$ cat config.mk
export PLATFORM = sky130hd
export DESIGN_NAME = lcr_ctrl
export DESIGN_NICKNAME = d
export VERILOG_FILES = /design/src/hdl/lcr_pkg.sv /design/src/hdl/lcr_ctrl.sv
export SDC_FILE = /design/constraint.sdc
export NUM_CORES = 1
export LEC_CHECK = 0
export BUFFER_PORTS_ARGS = -buffer_cell sky130_fd_sc_hd__buf_2
export CORE_MARGIN = 5
export CORE_UTILIZATION = 45
export DETAILED_ROUTE_END_ITERATION = 7
export SYNTH_ARGS = -nofsm -noshare
export SYNTH_HDL_FRONTEND = slang
export SYNTH_SLANG_ARGS = --single-unit
$ cat constraint.sdc
create_clock -name clk -period 7.7 [get_ports clk]
set_clock_uncertainty 0.05 [all_clocks]
set_input_delay 0.385 -clock clk [delete_from_list [all_inputs] [get_ports clk]]
set_output_delay 0.385 -clock clk [all_outputs]
set_load 0.02 [all_outputs]
$ cat src/hdl/lcr_pkg.sv
// Shared types and constants for the load-cell serial reader.
// Used by lcr_ctrl, lcr_scale and load_cell_adc_serial_reader_core.
package lcr_pkg;

  localparam int SAMPLE_BITS_DEFAULT = 24;

  localparam int PULSE_W  = 2;
  localparam int HALF_W   = 10;
  localparam int COEF_W   = 32;
  localparam int WEIGHT_W = 32;
  localparam int CFG_W    = 32;
  localparam int CFG_IDX_W = 3;
  localparam int FRAC_SHIFT = 16;

  // Register reset values
  localparam logic [PULSE_W-1:0]         EXTRA_PULSES_RST = 2'd1;
  localparam logic [HALF_W-1:0]          HALF_PERIOD_RST  = 10'd10;
  localparam logic signed [COEF_W-1:0]   SCALE_COEF_RST   = 32'sd103590;
  localparam logic signed [WEIGHT_W-1:0] WEIGHT_OFS_RST   = 32'sd0;

  localparam logic signed [WEIGHT_W-1:0] WEIGHT_MAX = 32'sh7fff_ffff;
  localparam logic signed [WEIGHT_W-1:0] WEIGHT_MIN = 32'sh8000_0000;

  // Register indexes on the config port
  typedef enum logic [CFG_IDX_W-1:0] {
    REG_EXTRA_PULSES = 3'd0,
    REG_HALF_PERIOD  = 3'd1,
    REG_SCALE_COEF   = 3'd2,
    REG_WEIGHT_OFS   = 3'd3,
    REG_POWER_DOWN   = 3'd4
  } cfg_reg_t;

  // Load strobes for the two arithmetic stages
  typedef struct packed {
    logic load_mid;
    logic load_out;
  } pipe_ctl_t;

endpackage

$ cat src/hdl/lcr_ctrl.sv
// Tick sequencer: converter clock generation and serial bit capture.
// Depends on lcr_pkg. Produces the per-tick result into the first pipe stage.
module lcr_ctrl #(
  parameter int SAMPLE_BITS = lcr_pkg::SAMPLE_BITS_DEFAULT
) (
  input  logic                          clk,
  input  logic                          rst,
  input  logic                          accept,
  input  logic                          data_pin,
  input  logic [lcr_pkg::PULSE_W-1:0]   extra_pulses,
  input  logic [lcr_pkg::HALF_W-1:0]    half_period_ticks,
  input  logic                          power_down,
  output logic                          tick_clock,
  output logic                          tick_valid,
  output logic [SAMPLE_BITS-1:0]        tick_raw
);
  import lcr_pkg::*;

  localparam int BC_W = $clog2(SAMPLE_BITS + 1);
  localparam logic [BC_W-1:0] BC_LAST = BC_W'(SAMPLE_BITS);
  localparam logic [SAMPLE_BITS-1:0] SIGN_FLIP = {1'b1, {(SAMPLE_BITS-1){1'b0}}};

  typedef enum logic [1:0] {
    PH_IDLE  = 2'd0,
    PH_SHIFT = 2'd1,
    PH_GAIN  = 2'd2
  } phase_t;

  phase_t                 phase, phase_next;
  logic [BC_W-1:0]        bit_count, bit_count_next, bit_count_inc;
  logic [PULSE_W:0]       pulse_inc;
  logic [PULSE_W-1:0]     pulse_count, pulse_count_next;
  logic [HALF_W-1:0]      half_timer, half_timer_next, timer_inc;
  logic                   clock_level, clock_level_next;
  logic [SAMPLE_BITS-1:0] shift_data, shift_data_next;
  logic [HALF_W-1:0]      hp;
  logic [PULSE_W:0]       np;
  logic                   fire;

  assign hp = (half_period_ticks == '0) ? HALF_W'(1) : half_period_ticks;
  assign np = (extra_pulses == '0) ? (PULSE_W+1)'(1) : {1'b0, extra_pulses};
  assign timer_inc     = half_timer + 1'b1;
  assign bit_count_inc = bit_count + 1'b1;
  assign pulse_inc     = {1'b0, pulse_count} + 1'b1;

  always_comb begin
    phase_next       = phase;
    bit_count_next   = bit_count;
    pulse_count_next = pulse_count;
    half_timer_next  = half_timer;
    clock_level_next = clock_level;
    shift_data_next  = shift_data;
    fire             = 1'b0;
    if (power_down) begin
      phase_next       = PH_IDLE;
      bit_count_next   = '0;
      pulse_count_next = '0;
      half_timer_next  = '0;
      clock_level_next = 1'b1;
    end else begin
      case (phase)
        PH_IDLE: begin
          clock_level_next = 1'b0;
          if (!data_pin) begin
            phase_next       = PH_SHIFT;
            bit_count_next   = '0;
            pulse_count_next = '0;
            half_timer_next  = '0;
            shift_data_next  = '0;
            clock_level_next = 1'b1;
          end
        end
        PH_SHIFT, PH_GAIN: begin
          half_timer_next = timer_inc;
          if (timer_inc >= hp) begin
            half_timer_next = '0;
            if (clock_level) begin
              clock_level_next = 1'b0;
            end else if (phase == PH_SHIFT) begin
              // sample at the end of the low half
              shift_data_next  = {shift_data[SAMPLE_BITS-2:0], data_pin};
              bit_count_next   = bit_count_inc;
              if (bit_count_inc >= BC_LAST) begin
                phase_next       = PH_GAIN;
                pulse_count_next = '0;
              end
              clock_level_next = 1'b1;
            end else begin
              pulse_count_next = pulse_inc[PULSE_W-1:0];
              if (pulse_inc >= np) begin
                fire             = 1'b1;
                phase_next       = PH_IDLE;
                bit_count_next   = '0;
                pulse_count_next = '0;
                clock_level_next = 1'b0;
              end else begin
                clock_level_next = 1'b1;
              end
            end
          end
        end
        default: begin
          phase_next = PH_IDLE;
        end
      endcase
    end
  end

  always_ff @(posedge clk) begin
    if (rst) begin
      phase       <= PH_IDLE;
      bit_count   <= '0;
      pulse_count <= '0;
      half_timer  <= '0;
      clock_level <= 1'b0;
      shift_data  <= '0;
      tick_valid  <= 1'b0;
      tick_clock  <= 1'b0;
      tick_raw    <= '0;
    end else if (accept) begin
      phase       <= phase_next;
      bit_count   <= bit_count_next;
      pulse_count <= pulse_count_next;
      half_timer  <= half_timer_next;
      clock_level <= clock_level_next;
      shift_data  <= shift_data_next;
      tick_clock  <= clock_level_next;
      tick_valid  <= fire;
      tick_raw    <= fire ? (shift_data ^ SIGN_FLIP) : '0;
    end
  end

endmodule

==> summary.md <==
| Metric | Value |
|---|---|
| Asr flop ratio synth | `0` |
| Pwr Density | `190 nW/um^2` |
| Sequential share of the synthesized area | `0.408` |
| Met2 routed WL | `just over 3000 um` |
| Number of CTS-inserted buffers | `9` |
| Worst setup SP type | `flop` |
| Gr ovfl total | `0` |
| Clk_lat worst skew | `about 0.33 ns` |
| Boundary pin count | `43` |
| Final setup viols | `0` |
| Seq. cell area | `1380 sq um` |
| Highest Signal Layer | `met4` |
| Maximum VDD drop | `112 uV` |
| Fin. Hold Viols | `0` |
| Yosys top cell area share | `0.408` |
| Top FF cell, synth | `dfxtp_1` |
| 1st-pass router iterations | `4` |
| Num Clock Sinks | `69` |
| IO buf count | `42` |
| CTS resizes | `0` |
| Top cell type by total area after synthesis | `dfxtp_1` |
| Top cells by area in the synthesized netlist | `dfxtp_1 (41%), ha_1 (7.4%), nand2b_1 (6.7%)` |
| Post-synth EDFFs | `0` |
| Reg2Reg Depth | `12` |
| Avg Cell Area, Syn | `9.07 sq um` |
| Die Wd | `96.7 um` |
| Netlist cell types | `54` |
| DP Area | `around 3600 sq um` |
| Vias after detailed routing | `2695` |
| Clock Path Buffers | `2` |
| Routability cong. | `0.839` |
| Rel. slew slack | `0.315` |
| DIE HEIGHT | `96.7 um` |
| Met1 WL | `3520 um` |
| Mapped Area | `3380 sq um` |
| Post-DP HPWL | `4820 um` |
| Multi-input logic area | `1820 sq um` |
| GR Util All Layers | `0.152` |
| First-pass GRT wire length | `11900 um` |
| Slew @ Worst Pin | `1.03 ns` |
| Pin count of the biggest net entering global routing | `~50` |
| Worst path required time | `7.92 ns` |
| Final hold slack | `0.316 ns` |
| Most common cell in the synthesized netlist | `dfxtp_1` |
| Outcome | `complete, no violations` |
| Antenna-violating nets left | `0` |
| Antenna cells | `0` |
| #FFs+latches synth | `between 60 and 70` |
| Post-route cell area | `3830 sq um` |
| Vias in the first global route | `about 2500` |
| Clock Pin Slew Worst Setup and Hold Paths | `0.07 ns` |
| Hold Path Depth | `3` |
| Tightest Hold Check Type | `in -> reg` |
| Yosys warns | `0` |
| Worst Path Arrival | `around 3.8 ns` |
| Part of the cycle the worst path needs | `0.468` |
| Drt total wl | `6960 um` |
| Htree depth | `3` |
| Post-CTS Hold Fix Bufs | `0` |
| LEAKAGE | `0.00165 uW` |
| Remaining DRCs | `0` |
| Clock root buffer | `clkbuf_8` |
| Mapped Cells | `373` |
| 1st-iter DRT viols | `101` |
| Fin nets | `446` |
| Layout cells sized above 1 | `0.180` |
| FP Rows | `31` |
| RSZ-0062 raised after global routing | `false` |
| Routed length per instance | `13.6 um` |
| Vias per cell | `roughly 5.3` |
| F_max | `277 MHz` |
| Kind of critical path | `reg -> reg` |
| Endpoint class of the critical path | `flop` |
| Layout fillers | `732` |
| Post-CTS Setup Bufs | `0` |
| Crit-path max FO | `24` |
| CTS tree | `done` |
| Fin crit period | `3.61 ns` |
| Setup TNS | `0 ns` |
| Core area | `7290 sq um` |
| Mapped Nets | `411` |
| Initial Utilization | `0.464` |
| Slew Limit Fails | `0` |
| Die area | `9350 sq um` |
| Max-Cap Viols | `0` |
| Most frequent cells after synthesis | `dfxtp_1 (69), nand2b_1 (36), a21oi_1 (32), nand3_1 (32), a22o_1 (24)` |
| Area Growth Syn to Fin | `13.1%` |
| Routed wl met3 | `285 um` |
| Initial antenna violation count | `0` |
==> flip-flops by register name, summed over array words and instances (netlist names) <==
register and flops:
pulse_count 2, half_timer 10, shift_data 24, tick_raw 24, tick_valid 1, bit_count 5, clock_level 1, phase 2
==> path summary, 6_finish.rpt <==
path	startpoint	endpoint	slack, ns
hold / removal	data_pin	shift_data[0]	0.32
setup reg to reg	half_timer[0]	tick_raw[5]	4.09
hold reg to reg	tick_raw[14]	tick_raw[14]	0.42
setup / recovery	half_timer[0]	tick_raw[5]	4.09
==> final cells by class <==
cell class	instances	share of cell area
Inverter	18	0.0177
Multi-Input combinational cell	266	0.474
Clock buffer	9	0.0324
Clock inverter	6	0.0232
Timing Repair Buffer	44	0.0589
Sequential cell	69	0.361
Tap cell	99	0.0324
==> worst max-delay path, cell delays in order, from the launching register on <==
cell and delay, ns:
dfxtp_1 0.41, ha_1 0.25, nand3_1 0.16, nor2_1 0.23
nand3_1 0.12, xnor2_1 0.16, ha_1 0.30, and4_4 0.24
nand2_2 0.06, o22a_4 0.27, a21oi_2 0.21, and4_1 0.81
a22o_1 0.27
==> where the power goes <==
part / internal (uW) / switching [uW]
clock: 180 / 135
combinational: 18.0 / 33.6
sequential: 358 / 2.12
==> placed cells by master, fill, tap and decap left out, drive strengths merged, types with 3 or more instances in the layout <==
cell     instances
and4             3
ha              20
o2111ai          3
xor2             4
nand2b          36
a211oi           3
a21o             4
inv             18
and2b            3
nor2b            3
and2             4
o31ai            3
and3             8
xnor2            4
buf             44
nor2            13
nor3             7
a31oi            3
o21ai           12
a21oi           33
nand2           18
nand3           32
dfxtp           69
clkbuf           9
a22o            24
==> logic make-up after synthesis <==
| family | Yosys count | synth area share |
|---|---|---|
| adders and majority gates | 21 | 0.0799 |
| buffers and inverters | 38 | 0.0566 |
| xor gates and xnor gates | 8 | 0.0207 |
| and+or+nand+nor | 139 | 0.231 |
| AOI/OAI and AO/OA | 96 | 0.197 |
| DFF | 69 | 0.408 |
| muxes | 2 | 0.00666 |
==> stage by stage <==
stage                     setup slack, ns   util  cells  total power (uW)
after floorplan                      4.71      -    373               406
after global placement               4.20  0.496    496               420
after detailed placement             4.12  0.496    496               420
after CTS                            4.08  0.525    511               736
after global routing                 3.79  0.525    511               758
final                                4.09  0.525    511               727
==> layer usage <==
metal	vias up	track usage
li1	1404	-
met1	1243	0.204
met2	40	0.231
met3	8	0.0403
met4	0	0.0605
met5	-	0
(Power assumes the default switching activity.)
